==> config.mk <==
export PLATFORM = sky130hd
export DESIGN_NAME = ioaa_cell
export DESIGN_NICKNAME = d
export VERILOG_FILES = /design/src/sv/ioaa_pkg.sv /design/src/sv/ioaa_cell.sv
export SDC_FILE = /design/constraint.sdc
export NUM_CORES = 1
export LEC_CHECK = 0
export BUFFER_PORTS_ARGS = -buffer_cell sky130_fd_sc_hd__buf_2
export CORE_AREA = 4 4 203 205
export DETAILED_ROUTE_END_ITERATION = 7
export DIE_AREA = 0 0 207 209
export PLACE_DENSITY_LB_ADDON = 0.15
export SLEW_MARGIN = 20
export SYNTH_ARGS = -nofsm -noshare
export SYNTH_HDL_FRONTEND = slang
export SYNTH_SLANG_ARGS = --single-unit
==> constraint.sdc <==
create_clock -name i_clk -period 2.4 [get_ports i_clk]
set_input_delay 0.12 -clock i_clk [delete_from_list [all_inputs] [get_ports i_clk]]
set_output_delay 0.12 -clock i_clk [all_outputs]
set_load 0.005 [all_outputs]
==> src/sv/ioaa_pkg.sv <==
`timescale 1ns / 1ps

package ioaa_pkg;

    localparam int DEFAULT_DATA_WIDTH = 32;
    localparam int KIND_WIDTH = 3;

    typedef enum logic [KIND_WIDTH-1:0] {
        KIND_ADD = 3'd0,
        KIND_SUB = 3'd1,
        KIND_MUL = 3'd2,
        KIND_DIV = 3'd3,
        KIND_REM = 3'd4
    } t_kind;

    typedef struct packed {
        logic [KIND_WIDTH-1:0] kind;
        logic                  saturate;
        logic signed [31:0]    operand_a;
        logic signed [31:0]    operand_b;
    } t_in_word;

    typedef struct packed {
        logic signed [31:0] value;
        logic               overflow;
        logic               div_by_zero;
    } t_out_word;

endpackage

==> src/sv/ioaa_cell.sv <==
`timescale 1ns / 1ps

// One stage of the chain. Every cell restores one quotient bit of the
// magnitude division and adds one shifted partial product of the magnitude
// multiply, then hands the whole item to its neighbor.
module ioaa_cell
    import ioaa_pkg::*;
#(
    parameter int DATA_WIDTH = DEFAULT_DATA_WIDTH,
    parameter int STEP       = 0
) (
    input  logic                    i_clk,
    input  logic                    i_rst_n,
    input  logic                    i_vld,
    input  logic [KIND_WIDTH-1:0]   i_kind,
    input  logic                    i_sat,
    input  logic [DATA_WIDTH-1:0]   i_a,
    input  logic [DATA_WIDTH-1:0]   i_b,
    input  logic [DATA_WIDTH-1:0]   i_ma,
    input  logic [DATA_WIDTH-1:0]   i_mb,
    input  logic [DATA_WIDTH:0]     i_rem,
    input  logic [DATA_WIDTH-1:0]   i_quo,
    input  logic [2*DATA_WIDTH-1:0] i_prod,
    output logic                    o_vld,
    output logic [KIND_WIDTH-1:0]   o_kind,
    output logic                    o_sat,
    output logic [DATA_WIDTH-1:0]   o_a,
    output logic [DATA_WIDTH-1:0]   o_b,
    output logic [DATA_WIDTH-1:0]   o_ma,
    output logic [DATA_WIDTH-1:0]   o_mb,
    output logic [DATA_WIDTH:0]     o_rem,
    output logic [DATA_WIDTH-1:0]   o_quo,
    output logic [2*DATA_WIDTH-1:0] o_prod
);

    localparam int BIT = DATA_WIDTH - 1 - STEP;

    logic [DATA_WIDTH:0]     n_rem_sh;
    logic [DATA_WIDTH:0]     n_diff;
    logic [DATA_WIDTH:0]     n_rem;
    logic [DATA_WIDTH-1:0]   n_quo;
    logic [2*DATA_WIDTH-1:0] n_prod;
    logic                    r_vld;

    always_comb begin
        n_rem_sh = {i_rem[DATA_WIDTH-1:0], i_ma[BIT]};
        n_diff   = n_rem_sh - {1'b0, i_mb};
        n_quo    = i_quo;
        if (!n_diff[DATA_WIDTH]) begin
            n_rem      = n_diff;
            n_quo[BIT] = 1'b1;
        end else begin
            n_rem = n_rem_sh;
        end
        n_prod = i_prod;
        if (i_mb[BIT]) begin
            n_prod = i_prod + ({{DATA_WIDTH{1'b0}}, i_ma} << BIT);
        end
    end

    always_ff @(posedge i_clk) begin
        if (!i_rst_n) begin
            r_vld <= 1'b0;
        end else begin
            r_vld <= i_vld;
        end
        o_kind <= i_kind;
        o_sat  <= i_sat;
        o_a    <= i_a;
        o_b    <= i_b;
        o_ma   <= i_ma;
        o_mb   <= i_mb;
        o_rem  <= n_rem;
        o_quo  <= n_quo;
        o_prod <= n_prod;
    end

    assign o_vld = r_vld;

endmodule

==> results.toml <==
[worst_setup_path]
path_class = "input pin to flop"
worst_setup_sp_type = "input pin"
cp.arrival_ps = 2790
cp_slowest_cell = "sky130_fd_sc_hd__dlygate4sd3_1"
worst_setup_ep = "o_rem[28]"
timing.critical_path.to_type = "flop"
critPathLaunch = "i_rem[7]"
path_buf_inv = 5
cpLargestDelayFamily = "buffers and inverters"
worstPathMaxFanout = 10
worst_path_largest_cell_delay_ps = 550
required_ps = 2850
cp.depth = 14
crit_chain = "dlygate4sd3_1 -> buf_2 -> ha_1 -> a21oi_2 -> o21bai_1 -> a21oi_1 -> buf_4 -> a21oi_2 -> o21ai_1 -> nand3_2 -> xor2_4 -> buf_4 -> buf_12 -> mux2_4"

[power_and_ir_drop]
seq_power_share_pct = 40.2
power.density_cell_area_nw_per_um2 = 682
internal_power_uw = 8890
power_frac_comb_pct = 23.6
p_sw_uw = 3220
switching_share_pct = 26.6
power_leakage_uw = 0.00871
clkPwrFrac_pct = 36.2
ir_drop_mv = 0.511

[placed_design]
place_congestion = 0.840
dpl.cell_count = 2030
place.detailed.hpwl_um = 31100
preCtsSetupSlack_ps = -416
port-buffer-count = 524

[sta]
hold_viol_final = 0
final.hold.worst_slack_ps = 55.7
setup_slack_ps = 57.5
grt_setup_unrepaired = "true"
maxSlewViolCount = 0
timing.fmax_mhz = 427
fin_crit_ps = 2340
setup_viol_count_final = 0
layout_worst_path_cycle_share_pct = 97.6
worst_slew_pin_slew_ps = 558
setup_tns_ps = 0
maxSlewHeadroom_pct = 62.2

[routing]
detailedRoute.firstPassIterationCount = 5
finalWirelength_um = 40300
drc_violations_left = 0
route.detailed.wl_per_inst_um = 17.1
via_count = 9928
route.antenna.remaining_nets = 0
drt_iter0_drc = 446
vias_per_cell = 4.21

[synthesis]
ys_types = 71
postSynthAreaPerCell_sq_um = 11.3
synth_area_leader_cell = "sky130_fd_sc_hd__dfxtp_1"
postSynthCellCount = 859
yosys_register_bits = 262
synth_enable_flop_cells = 0
seq_area_frac_synth_pct = 54.2
synth.cell_area_sq_um = 9680
post-synth-top-area-fraction_pct = 54.2
syn-num-nets = 1189
synth_top_cells_by_area = "sky130_fd_sc_hd__dfxtp_1, sky130_fd_sc_hd__ha_1, sky130_fd_sc_hd__mux2_4, sky130_fd_sc_hd__a21oi_1, sky130_fd_sc_hd__mux2_2"
synthFlopType = "sky130_fd_sc_hd__dfxtp_1"
async_reset_ff_share_pct = 0
yosys_warnings = 0

[run]
maxCapViolCount = 0

[die]
core.rowCount = 73
total_die_area_sq_um = 43300
fp.dieW_um = 207
floorplan.core_area_sq_um = 39500
floorplan.die.height_um = 209
top_level_ports = 526
effective_utilization_at_floorplan_pct = 24.5

[worst_hold_path]
worst_hold_path_type = "input pin to flop"

[clock_network]
cts_num_sinks = 262
master_cell_of_the_clock_root_buffer = "sky130_fd_sc_hd__clkbuf_16"
h-tree-depth = 1
tritoncts.num_buffers = 29
clk_pin_slew_ps = 60
clock_buffer_depth = 3
cts_tree = "built"

[grt]
grt_util_all_layers_pct = 17.6
largest_net_degree_at_the_start_of_global_routing = 39
antenna_found_initial = 4
grt_remaining_overflow = 0
global_route_wire_length_before_repair_um = 61000
grt_pass1_vias = 10600

[layout]
fin_util_pct = 45.0
final_layout_size_suffix_gt1_share_pct = 43.9
area.growth.synth_to_final_pct = 83.5
final_cells = 2359
fin_nets = 2139

[run_status]
outcome = "completed"
## synth_stat cells (6+ instances only)
cell                         n
sky130_fd_sc_hd__ha_1       64
sky130_fd_sc_hd__o21ai_0    26
sky130_fd_sc_hd__mux2_2     26
sky130_fd_sc_hd__xnor2_1    32
sky130_fd_sc_hd__mux2_4     26
sky130_fd_sc_hd__or3_1       8
sky130_fd_sc_hd__clkbuf_1   12
sky130_fd_sc_hd__inv_1      47
sky130_fd_sc_hd__nand2_1    39
sky130_fd_sc_hd__a21o_1     28
sky130_fd_sc_hd__o21a_1     11
sky130_fd_sc_hd__nor3_1     13
sky130_fd_sc_hd__nand3_1    16
sky130_fd_sc_hd__a211oi_1    7
sky130_fd_sc_hd__xor2_1     16
sky130_fd_sc_hd__nand2b_1    6
sky130_fd_sc_hd__nor2b_1     7
sky130_fd_sc_hd__nor2_1     30
sky130_fd_sc_hd__nand4_1     9
sky130_fd_sc_hd__and3_1      9
sky130_fd_sc_hd__a21oi_1    63
sky130_fd_sc_hd__o21bai_1   10
sky130_fd_sc_hd__dfxtp_1   262
## state kept, by name, summed over array words and instances, names as in the netlist, 3 cells and up
| signal | count |
|---|---|
| o_b | 32 |
| o_mb | 32 |
| o_kind | 3 |
| o_prod | 64 |
| o_quo | 32 |
| o_rem | 33 |
| o_a | 32 |
| o_ma | 32 |
## cells by family (layout without fill, tap and decap cells)
| family | Yosys count | in the layout | share of synthesized area, % |
|---|---|---|---|
| flops | 262 | 262 | 54.2 |
| compound gates | 196 | 196 | 13.6 |
| simple gates | 162 | 162 | 8.56 |
| buf+inv | 67 | 1039 | 2.88 |
| fa+ha+maj | 66 | 66 | 8.69 |
| mux | 57 | 57 | 7.58 |
| xor+xnor | 49 | 49 | 4.51 |
| other cells | 0 | 3 | 0 |
## power groups by stage
stage          clock network (uW)  registers (uW)  logic, uW
2_1_floorplan                   0            4990       1130
3_3_place_gp                    0            4960       2430
3_5_place_dp                    0            4960       2430
4_1_cts                      4550            4870       2800
5_1_grt                      4700            4900       3130
6_report                     4390            4860       2860
## per-layer routing
layer  global-route usage [%]  share of wire, %  wire (um)  vias to the layer above
met5                        0             0.030         12                        -
met4                     6.86               4.2       1680                        2
met3                     5.37               6.8       2730                       68
met2                     31.7                50      20000                      333
met1                     19.6                39      15800                     4575
li1                         -                 -          -                     4950
## cell usage in the layout, fill, tap and decap left out, types with 32 or more instances in the layout
master	instances
sky130_fd_sc_hd__dlygate4sd3_1	264
sky130_fd_sc_hd__buf_4	144
sky130_fd_sc_hd__xnor2_1	32
sky130_fd_sc_hd__a21oi_1	61
sky130_fd_sc_hd__inv_1	45
sky130_fd_sc_hd__buf_2	524
sky130_fd_sc_hd__ha_1	59
sky130_fd_sc_hd__dfxtp_1	262
sky130_fd_sc_hd__nand2_1	39
## how the worst min path moves through the flow
stage	from	end	cells after the start
2_1_floorplan	i_a[0]	o_a[0]	0
3_3_place_gp	i_prod[21]	o_prod[21]	1
3_5_place_dp	i_b[1]	o_b[1]	1
4_1_cts	i_ma[31]	o_ma[31]	1
5_1_grt	i_mb[31]	o_prod[57]	4
6_report	i_mb[31]	o_prod[57]	4
## through the flow
stage          instance area [sq um]  total power (uW)
2_1_floorplan                   9730              6110
3_3_place_gp                   14000              7390
3_5_place_dp                   14000              7390
4_1_cts                        17600             12200
5_1_grt                        17800             12700
6_report                       17800             12100
## final cells by class
| cell class | instances | area (sq um) |
|---|---|---|
| clock buffers | 44 | 872 |
| fillers | 3832 | 21700 |
| flip-flops and latches | 262 | 5250 |
| well taps | 525 | 657 |
| clock inverters | 9 | 77.6 |
| multi-input cells | 530 | 4250 |
| inverters | 48 | 193 |
| repair buffers | 938 | 6450 |
| diodes | 3 | 7.51 |
## what timing repair did
item                                    4_1_cts  5_1_grt
hold buffers                                260        4
setup buffers                                 0        8
endpoints found under the hold margin       261        3
gates resized for setup                       0       13
endpoints found under the setup margin        0       30
Power figures use the tool's default switching activity.
