### src/sv/ioaa_pkg.sv
`timescale 1ns / 1ps

package ioaa_pkg;

    localparam int DEFAULT_DATA_WIDTH = 32;
    localparam int KIND_WIDTH = 3;

    typedef enum logic [KIND_WIDTH-1:0] {
        KIND_ADD = 3'd0,
        KIND_SUB = 3'd1,
        KIND_MUL = 3'd2,
        KIND_DIV = 3'd3,
        KIND_REM = 3'd4
    } t_kind;

    typedef struct packed {
        logic [KIND_WIDTH-1:0] kind;
        logic                  saturate;
        logic signed [31:0]    operand_a;
        logic signed [31:0]    operand_b;
    } t_in_word;

    typedef struct packed {
        logic signed [31:0] value;
        logic               overflow;
        logic               div_by_zero;
    } t_out_word;

endpackage

### src/sv/ioaa_final.sv
`timescale 1ns / 1ps

// Output stage: picks the result for the operation, sets the flags and clamps.
module ioaa_final
    import ioaa_pkg::*;
#(
    parameter int DATA_WIDTH = DEFAULT_DATA_WIDTH
) (
    input  logic                    i_clk,
    input  logic                    i_rst_n,
    input  logic                    i_vld,
    input  logic [KIND_WIDTH-1:0]   i_kind,
    input  logic                    i_sat,
    input  logic [DATA_WIDTH-1:0]   i_a,
    input  logic [DATA_WIDTH-1:0]   i_b,
    input  logic [DATA_WIDTH:0]     i_rem,
    input  logic [DATA_WIDTH-1:0]   i_quo,
    input  logic [2*DATA_WIDTH-1:0] i_prod,
    output logic                    o_vld,
    output logic [DATA_WIDTH-1:0]   o_value,
    output logic                    o_ovf,
    output logic                    o_dz
);

    localparam logic [DATA_WIDTH-1:0] MAX_V = {1'b0, {(DATA_WIDTH-1){1'b1}}};
    localparam logic [DATA_WIDTH-1:0] MIN_V = {1'b1, {(DATA_WIDTH-1){1'b0}}};

    logic [DATA_WIDTH-1:0] n_value;
    logic                  n_ovf;
    logic                  n_dz;
    logic [DATA_WIDTH-1:0] n_sum;
    logic                  neg_a;
    logic                  neg_b;
    logic                  neg_p;
    logic [DATA_WIDTH-1:0] lo;
    logic                  hi_nz;
    logic                  r_vld;

    always_comb begin
        neg_a   = i_a[DATA_WIDTH-1];
        neg_b   = i_b[DATA_WIDTH-1];
        neg_p   = neg_a ^ neg_b;
        lo      = i_prod[DATA_WIDTH-1:0];
        hi_nz   = |i_prod[2*DATA_WIDTH-1:DATA_WIDTH];
        n_value = '0;
        n_ovf   = 1'b0;
        n_dz    = 1'b0;
        n_sum   = '0;
        case (i_kind)
            KIND_ADD, KIND_SUB: begin
                if (i_kind == KIND_ADD) begin
                    n_sum = i_a + i_b;
                    n_ovf = (neg_a == neg_b) && (n_sum[DATA_WIDTH-1] != neg_a);
                end else begin
                    n_sum = i_a - i_b;
                    n_ovf = (neg_a != neg_b) && (n_sum[DATA_WIDTH-1] != neg_a);
                end
                n_value = n_sum;
                if (n_ovf && i_sat) begin
                    n_value = neg_a ? MIN_V : MAX_V;
                end
            end
            KIND_MUL: begin
                n_value = neg_p ? (~lo + 1'b1) : lo;
                n_ovf   = hi_nz || (neg_p ? (lo > MIN_V) : (lo >= MIN_V));
                if (n_ovf && i_sat) begin
                    n_value = neg_p ? MIN_V : MAX_V;
                end
            end
            KIND_DIV, KIND_REM: begin
                if (i_b == '0) begin
                    n_ovf = 1'b1;
                    n_dz  = 1'b1;
                end else if (i_a == MIN_V && (&i_b)) begin
                    if (i_kind == KIND_DIV) begin
                        n_ovf   = 1'b1;
                        n_value = i_sat ? MAX_V : MIN_V;
                    end
                end else if (i_kind == KIND_DIV) begin
                    n_value = neg_p ? (~i_quo + 1'b1) : i_quo;
                end else begin
                    n_value = neg_a ? (~i_rem[DATA_WIDTH-1:0] + 1'b1)
                                    : i_rem[DATA_WIDTH-1:0];
                end
            end
            default: begin
                n_value = '0;
            end
        endcase
    end

    always_ff @(posedge i_clk) begin
        if (!i_rst_n) begin
            r_vld <= 1'b0;
        end else begin
            r_vld <= i_vld;
        end
        o_value <= n_value;
        o_ovf   <= n_ovf;
        o_dz    <= n_dz;
    end

    assign o_vld = r_vld;

endmodule

### config.mk
export PLATFORM = sky130hd
export DESIGN_NAME = ioaa_final
export DESIGN_NICKNAME = d
export VERILOG_FILES = /design/src/sv/ioaa_pkg.sv /design/src/sv/ioaa_final.sv
export SDC_FILE = /design/constraint.sdc
export NUM_CORES = 1
export LEC_CHECK = 0
export BUFFER_PORTS_ARGS = -buffer_cell sky130_fd_sc_hd__buf_2
export CAP_MARGIN = 40
export CELL_PAD_IN_SITES_DETAIL_PLACEMENT = 0
export CELL_PAD_IN_SITES_GLOBAL_PLACEMENT = 1
export CORE_UTILIZATION = 38
export DETAILED_ROUTE_END_ITERATION = 8
export GPL_ROUTABILITY_DRIVEN = 0
export PLACE_DENSITY = 0.94
export SYNTH_ARGS = -nofsm -noshare
export SYNTH_HDL_FRONTEND = slang
export SYNTH_SLANG_ARGS = --single-unit
export TNS_END_PERCENT = 1
### constraint.sdc
create_clock -name i_clk -period 3.4 [get_ports i_clk]
set_clock_uncertainty 0.2 [all_clocks]
set_input_delay 0.17 -clock i_clk [delete_from_list [all_inputs] [get_ports i_clk]]
set_output_delay 0.17 -clock i_clk [all_outputs]
set_load 0.01 [all_outputs]
==> flow_summary.ini, run 1 <==
[global_routing]
grt_start_max_net_pins = 44
antenna_found_initial = 2
grt_usage_pct = 28.8
grt_pass1_wl_microns = 50300
grt-ovfl-total = 0
grt_pass1_vias = 9305

[clock_network]
cts_sinks = 35
cts_setup_buffers = 0
htreeDepth = 2
clk_pin_slew_ps = 50
clk_path_buf_depth = 2
cts_root_buffer = clkbuf_16
cts_buffers = 5
cts_tree = built

[worst_setup_path]
critical_path_class = primary input to register
crit_chain = buf_2 > ha_1 > inv_1 > fa_1 > o21bai_1 > nand3b_1 > a21oi_1 > o21ai_1 > o31ai_1 > a41oi_1 > o21ai_0 > xnor2_1 > buf_4 > o2111ai_1
start_kind = primary input
cp_data_required_time_ps = 3320
cp-end-kind = register
path_max_fanout = 3
cp_num_buf_inv = 3
arrival_ps = 3080
slowest_stage = fa_1
cp_top_family = compound AO/OA/AOI/OAI gates
slowest_delay_ps = 380

[timing]
final.min_clock_period_ps = 3160
setup_viol = 0
relSlewSlack_pct = 55.9
hold_viol_final = 0
fin_crit_sh_pct = 92.9
fmax_ghz = 0.317
worstMarginPinSlew_ps = 658
drv_slew = 0
rsz0062_at_grt = no

[final_layout]
fin_cells = 1725
drive_above_1_share_pct = 22.5
fillers = 2195
final_nets = 1716
postLayoutCoreUtil_pct = 47.3
syn_to_final_growth_pct = 21.2

[floorplanning]
num_io_pins = 235
initial_core_util_pct = 39.0
die-area_sq_um = 22200
rows = 53
die_h_microns = 149
core-area_sq_um = 21100
die_w_microns = 149

[synth]
yosys.area_share.simple_pct = 26.4
postSynthAreaPerCell_sq_um = 6.67
synth-seq-area-share_pct = 8.52
synth_area_leaders = ha_1 (9.9%), a21oi_1 (9.4%), dfxtp_1 (8.5%), o21ai_0 (6.3%), xnor2_1 (5.4%)
synth.area.mux_share_pct = 0.609
yosys-top-cells-count = a21oi_1 (155), nor2_1 (118), o21ai_0 (103), inv_1 (72), nand2_1 (72)
synth_xor_area_share_pct = 9.89
synth_compound_area_share_pct = 36.6
synth_cell_types = 78
synth_top_family_by_area = compound AO/OA/AOI/OAI gates
async_flop_share_pct = 0
synthCells = 1232
synthFlopType = dfxtp_1
syn-num-nets = 1499
synth_most_common_cell = a21oi_1
yosysWarnings = 0
ys_ff_latch = 35
synth_edf_count = 0
synthAdderAreaFrac_pct = 10.4
netlist_area_sq_um = 8220
yosysTopAreaCell = ha_1
synth_top_area_share_pct = 9.89

[detailed_routing]
firstDrtPassIters = 5
remaining_drc_errors = 0
vias = 10600
ant_nets = 0
viasPerCell = 6.13
finalWirelength_microns = 33500
first_iter_violations = 1290
wl_per_cell_microns = 19.4

[power_and_ir_drop]
peakVddDrop_v = 0.000193
cellPowerDensity_nw_per_um2 = 255
total_leakage_power_uw = 0.00427

[worst_hold_path]
hp-start = i_prod[8]
hold_depth = 3
min_path_type = primary input to register
holdPathEnd = o_value[8]

[job]
max_cap_viol_count = 0

[outcome]
outcome = finished, final reports clean

[place]
io_buffers = 233
place_inst = 1715
dp_hpwl_microns = 28100
-- cell usage in the layout (no fill, tap or decap), types with 15 or more instances in the layout --
master | netlist | routed
a211oi_1 | 16 | 16
a21o_1 | 16 | 16
a21oi_1 | 155 | 155
a31oi_1 | 17 | 17
buf_2 | 19 | 233
buf_4 | 4 | 50
dfxtp_1 | 35 | 35
ha_1 | 65 | 65
inv_1 | 72 | 72
nand2_1 | 72 | 72
nand2b_1 | 16 | 16
nand3_1 | 26 | 26
nand4_1 | 22 | 22
nor2_1 | 118 | 118
nor3_1 | 32 | 31
nor4_1 | 35 | 35
o211ai_1 | 15 | 15
o21ai_0 | 103 | 103
o221ai_1 | 17 | 17
o31ai_1 | 27 | 27
or3_1 | 20 | 20
or4_1 | 15 | 15
xnor2_1 | 51 | 50
xor2_1 | 40 | 40
-- metrics by stage --
step	worst slack [ps]	cell area, sq um	TNS [ps]	total power [uW]	hold WS (ps)
4_1_cts	249	9960	0	2490	97.2
5_1_grt	80.1	9960	0	2680	139
3_5_place_dp	-4.50	9790	-4.50	2050	174
6_report	240	9960	0	2540	105
2_1_floorplan	525	8220	0	1440	91.7
3_3_place_gp	24.9	9790	0	2040	168
-- sequential cells by signal, indices dropped and copies added (netlist names) --
register	cells
o_value	32
o_dz	1
o_ovf	1
o_vld	1
-- layout make-up --
cell class / instances / area (sq um) / share of cell area (%)
diodes: 1 / 2.50 / 0.0251
flip-flops and latches: 35 / 701 / 7.03
clock inverters: 1 / 5.00 / 0.0502
inverters: 72 / 270 / 2.71
clock buffers: 6 / 139 / 1.39
well taps: 275 / 344 / 3.45
multi-input cells: 1049 / 6920 / 69.5
repair buffers: 286 / 1580 / 15.9
-- layer usage --
metal	up-vias	routed length [microns]	share of wire (%)	track usage [%]
met5	-	10	0.030	0
met1	4770	13800	41	39.4
li1	5039	-	-	-
met2	680	14900	45	47.4
met4	2	1060	3.2	9.08
met3	76	3760	11	2.45
-- kinds of logic after synthesis --
| group | Yosys count |
|---|---|
| muxes | 5 |
| DFF | 35 |
| and+or+nand+nor | 414 |
| xor gates and xnor gates | 92 |
| adders and majority gates | 67 |
| AOI/OAI and AO/OA | 471 |
| buffers and inverters | 148 |
-- report_power, final --
group          switching (uW)  internal (uW)  leakage, uW
Clock                     156            285    0.0000727
Sequential               36.1            473     0.000292
Combinational             961            626      0.00390
Total                    1150           1380      0.00427
-- what timing repair did --
item                                    CTS  global route
hold endpoints to repair                  1             0
endpoints found under the setup margin    0            19
hold buffers                              2             0
gates resized for setup                   0             2
-- worst max-delay path by stage --
stage,startpoint,end,slack [ps],cells after the start
floorplan,i_a[0],o_value[30],530,13
global placement,i_b[26],o_value[1],20,13
detailed placement,i_b[26],o_value[1],-4,13
CTS,i_b[26],o_value[1],250,13
global route,i_a[0],o_value[24],80,14
finish,i_a[0],o_value[24],240,14
Note: power is estimated with default switching activity, not from simulation.
==> run 2: changes to the inputs <==
- CELL_PAD_IN_SITES_DETAIL_PLACEMENT: 0 -> unset
- CELL_PAD_IN_SITES_GLOBAL_PLACEMENT: 1 -> unset
- CORE_UTILIZATION: 38 -> 40
- PLACE_DENSITY: 0.94 -> 0.74
==> run 2 against run 1 <==
Compared with the run above:
- clock-buffer cell count increased by 1
- combinational power about the same
- sequential power about the same
- worst setup slack improved by 28 ps
- maximum frequency increased by 0.91%
- die area decreased by 4.9%
- via count increased by 0.48%
- flip-flop and latch count unchanged
- critical endpoint is now o_value[15]
- highest routed layer is now met4
==> flow_summary.ini, run 2 (synthesis results as in run 1) <==
[clock_network]
clk_path_buf_depth = 2
clk_pin_slew_ps = 60
cts_root_buffer = clkbuf_16
cts_tree = built
cts_buffers = 5
htreeDepth = 2
cts_sinks = 35
ctsResizeCount = 0

[detailed_routing]
ant_nets = 0
first_iter_violations = 1411
finalWirelength_microns = 33400
wl_per_cell_microns = 19.4
vias = 10600
viasPerCell = 6.18
firstDrtPassIters = 6
remaining_drc_errors = 0

[worst_hold_path]
holdPathEnd = o_value[0]
hp-start = i_prod[0]
min_path_type = primary input to register
hold_depth = 3

[floorplanning]
rows = 52
die_w_microns = 145
initial_core_util_pct = 40.8
core-area_sq_um = 20200
die_h_microns = 145
num_io_pins = 235
die-area_sq_um = 21100

[outcome]
outcome = finished, final reports clean

[worst_setup_path]
critical_path_class = primary input to register
cp-end-kind = register
arrival_ps = 3110
path_max_fanout = 23
crit_chain = buf_2 > inv_1 > ha_1 > a21oi_1 > o21ai_0 > a211o_1 > a221o_1 > a21o_1 > o31ai_2 > a2bb2oi_2 > buf_12 > a21oi_1 > o221ai_1
startpoint = i_b[24]
cp_num_buf_inv = 3
critPathMostFrequentCell = a21oi_1
slowest_delay_ps = 420
cp_data_required_time_ps = 3380
slowest_stage = ha_1
start_kind = primary input
cp_top_family = compound AO/OA/AOI/OAI gates

[timing]
fin_setup_tns_ps = 0
fmax_ghz = 0.319
final.min_clock_period_ps = 3130
drv_slew = 0
hold_viol_final = 0
worstMarginPinSlew_ps = 590
setup_viol = 0
rsz0062_at_grt = no
fin_crit_sh_pct = 92.1
relSlewSlack_pct = 60.3

[power_and_ir_drop]
p_clk_share_pct = 18.5
peakVddDrop_v = 0.000223
p_sw_share_pct = 45.1
p_comb_share_pct = 61.7
total_leakage_power_uw = 0.00426
p_seq_share_pct = 19.7
cellPowerDensity_nw_per_um2 = 258
intPower_uw = 1410
switching_power_uw = 1160

[global_routing]
grt-ovfl-total = 0
antenna_found_initial = 0
grt_start_max_net_pins = 44
grt_pass1_wl_microns = 51700
grt_pass1_vias = 9563
grt_usage_pct = 30.4

[final_layout]
drive_above_1_share_pct = 22.4
layout_common_cells = buf_2 (233), a21oi_1 (155), nor2_1 (118)
final_area_sq_um = 9970
syn_to_final_growth_pct = 21.2
diodes = 0
final_nets = 1714
mostFrequentLayoutCell = buf_2
largest_reg_flops = 32
regMostFlops = o_value

[job]
max_cap_viol_count = 0

[place]
io_buffers = 233
dp_hpwl_microns = 27900
dpl_cell_area_sq_um = 9790
run 2: changes by cell type in the layout (fill, tap and decap cells not counted):
cell,change
a2111oi_2,-1
clkinv_2,-1
diode_2,-1
buf_4,-4
a2111oi_0,+1
clkbuf_8,+1
buf_6,+1
buf_12,+1
clkinvlp_4,+1
run 2: layer usage:
metal	global-route usage, %	vias up	part of all wire, %	wire (microns)
met1	40.7	4792	41	13600
met5	0	-	0	0
met3	3.95	76	10	3480
met4	11.8	0	3.8	1290
li1	-	5047	-	-
met2	49.4	703	45	15000
run 2: through the flow:
step / power, uW / instances / setup slack [ps] / utilization, % / hold WS [ps]
finish: 2580 / 1718 / 269 / 49.4 / 96.4
global route: 2720 / 1718 / 4.75 / 49.4 / 106
CTS: 2530 / 1718 / 329 / 49.4 / 85.1
detailed placement: 2050 / 1708 / 57.6 / 48.5 / 175
global placement: 2030 / 1706 / 97.9 / 48.4 / 168
floorplan: 1440 / 1232 / 525 / - / 91.7
run 2: how the worst max path moves through the flow:
stage,slack [ps],cells after the start,to
CTS,330,13,o_value[15]
global placement,100,15,o_value[30]
floorplan,530,13,o_value[30]
finish,270,13,o_value[15]
global route,5,13,o_value[27]
detailed placement,60,13,o_value[27]
run 2: layout make-up:
cell class / instances / area [sq um]
fillers: 2024 / 10200
inverters: 72 / 270
repair buffers: 284 / 1580
clock inverters: 1 / 7.51
multi-input cells: 1049 / 6920
flip-flops and latches: 35 / 701
well taps: 270 / 338
clock buffers: 7 / 153
run 2: worst min-delay path: stages:
cell and delay, ps:
buf_2 120, a21oi_1 90, o221ai_1 160
run 2: what timing repair did:
item	CTS	global route
endpoints found under the hold margin	1	0
buffers inserted	0	0
hold buffers	2	0
run 2: power by group through the flow:
stage | logic, uW | clock network [uW] | registers, uW
6_report | 1590 | 477 | 509
5_1_grt | 1710 | 495 | 510
4_1_cts | 1550 | 479 | 506
3_5_place_dp | 1530 | 0 | 515
3_3_place_gp | 1510 | 0 | 519
2_1_floorplan | 910 | 0 | 529
==> run 3: changes to the inputs <==
--- a/config.mk
+++ b/config.mk
@@ -8,8 +8,8 @@
 export BUFFER_PORTS_ARGS = -buffer_cell sky130_fd_sc_hd__buf_2
 export CAP_MARGIN = 40
-export CORE_UTILIZATION = 40
+export CORE_UTILIZATION = 32
 export DETAILED_ROUTE_END_ITERATION = 8
 export GPL_ROUTABILITY_DRIVEN = 0
-export PLACE_DENSITY = 0.74
+export PLACE_DENSITY = 0.66
 export SYNTH_ARGS = -nofsm -noshare
 export SYNTH_HDL_FRONTEND = slang
==> constraint.sdc (replaced) <==
create_clock -name i_clk -period 2.7 [get_ports i_clk]
set_clock_uncertainty 0.2 [all_clocks]
set_input_delay 0.405 -clock i_clk [delete_from_list [all_inputs] [get_ports i_clk]]
set_output_delay 0.405 -clock i_clk [all_outputs]
set_load 0.01 [all_outputs]
==> run 3 against run 2 <==
Compared with the run above:
- the flow now finishes with violations (negative setup slack)
- clock power increased by 27%
- final cell count increased by 25%
- critical path depth unchanged
- first-iteration DRC count decreased by 14%
- non-clock buffer count increased by 362
- largest power group unchanged
- clock-buffer cell count unchanged
- critical endpoint is now o_value[1]
- critical path type unchanged
- die area increased by 25%
- sequential share of layout area decreased by 1.7 points
- via count increased by 14%
==> flow_summary.ini, run 3 (synthesis results as in run 1) <==
[outcome]
outcome = finished, violations left
violations = negative setup slack

[place]
dpl_cell_area_sq_um = 12600
dp_hpwl_microns = 33300
io_buffers = 233
place_ws_ps = -774

[power_and_ir_drop]
peakVddDrop_v = 0.000262
power.total_uw = 3920
total_leakage_power_uw = 0.00610
cellPowerDensity_nw_per_um2 = 297

[clock_network]
cts_sinks = 35
htreeDepth = 2
holdBufCountCts = 0
clk_pin_slew_ps = 50
cts_tree = built
clk_path_buf_depth = 2
cts_buffers = 5
cts_root_buffer = clkbuf_16

[final_layout]
mostFrequentLayoutCell = buf_4
drive_above_1_share_pct = 40.9
regMostFlops = o_value
syn_to_final_growth_pct = 60.8
diodes = 0
largest_reg_flops = 32
layout_common_cells = buf_4 (405), buf_2 (231), a21oi_1 (152)
final_area_sq_um = 13200
final_nets = 2076
postLayoutCoreUtil_pct = 52.5

[job]
max_cap_viol_count = 0

[worst_setup_path]
path_max_fanout = 5
crit_end = o_value[1]
cp_data_required_time_ps = 2640
arrival_ps = 3020
startpoint = i_a[4]
start_kind = primary input
cp-end-kind = register
critical_path_class = primary input to register

[detailed_routing]
ant_nets = 0
remaining_drc_errors = 0
finalWirelength_microns = 39300
firstDrtPassIters = 5
viasPerCell = 5.64
first_iter_violations = 1211
vias = 12100
wl_per_cell_microns = 18.4

[timing]
fin_crit_sh_pct = 114
hold_viol_final = 0
fmax_ghz = 0.325
setup_ws_ps = -376
drv_slew = 0
relSlewSlack_pct = 62.2
fin_setup_tns_ps = -9630
worstMarginPinSlew_ps = 553
final.min_clock_period_ps = 3080
rsz0062_at_grt = yes
setup_viol = 33

[floorplanning]
die-area_sq_um = 26300
num_io_pins = 235
initial_core_util_pct = 32.6
rows = 58
die_w_microns = 162
die_h_microns = 162
core-area_sq_um = 25200

[global_routing]
grt-ovfl-total = 0
grt_usage_pct = 28.6
antenna_found_initial = 0
grt_start_max_net_pins = 44
grt_pass1_wl_microns = 59800
grt_pass1_vias = 11300

[worst_hold_path]
min_path_type = primary input to register
run 3: cell types whose count changed in the layout (fill, tap and decap cells not counted), sizes merged:
| cell | change |
|---|---|
| clkbuf | +1 |
| dlygate4sd3 | -2 |
| buf | +363 |
run 3: area by class of cell:
cell class | instances | area (sq um)
clock buffers | 7 | 153
clock inverters | 1 | 7.51
fillers | 2396 | 12000
inverters | 72 | 273
multi-input cells | 1049 | 7290
flip-flops and latches | 35 | 701
well taps | 330 | 413
repair buffers | 646 | 4390
run 3: critical path, cell delays in order:
cell,delay [ps]
buf_2,150
ha_4,260
buf_4,150
a21o_1,160
or3_4,350
o21ai_4,200
o211ai_4,130
a21o_4,270
a31oi_2,240
a2bb2oi_4,120
buf_4,150
a221oi_2,290
o221ai_1,150
run 3: how the worst min path moves through the flow:
stage,startpoint,to,slack [ps],depth (start not counted)
finish,i_vld,o_vld,120,2
detailed placement,i_vld,o_vld,410,2
floorplan,i_vld,o_vld,330,1
global placement,i_vld,o_vld,400,2
CTS,i_vld,o_vld,120,2
global route,i_vld,o_vld,120,2
run 3: layer usage:
layer | vias to the layer above | wire [microns] | track usage [%]
li1 | 5768 | - | -
met1 | 5524 | 16800 | 38.8
met2 | 710 | 17600 | 47.1
met3 | 67 | 3780 | 3.58
met4 | 0 | 1060 | 8.19
met5 | - | 0 | 0
run 3: power breakdown:
group          switching [uW]  total, uW  internal (uW)
logic                    1400       2660           1260
clock network             213        605            392
registers                61.9        658            596
total                    1680       3920           2250
run 3: repair_timing:
action | CTS | global route
cloned | 0 | 1
endpoints found under the setup margin | 33 | 33
buffers inserted | 2 | 4
pin swaps | 10 | 23
hold endpoints to repair | 0 | 0
gates resized for setup | 30 | 45
run 3: per-stage QoR:
stage / hold slack (ps) / cells
2_1_floorplan: 327 / 1232
3_3_place_gp: 403 / 2124
3_5_place_dp: 409 / 2125
4_1_cts: 122 / 2135
5_1_grt: 124 / 2140
6_report: 124 / 2140
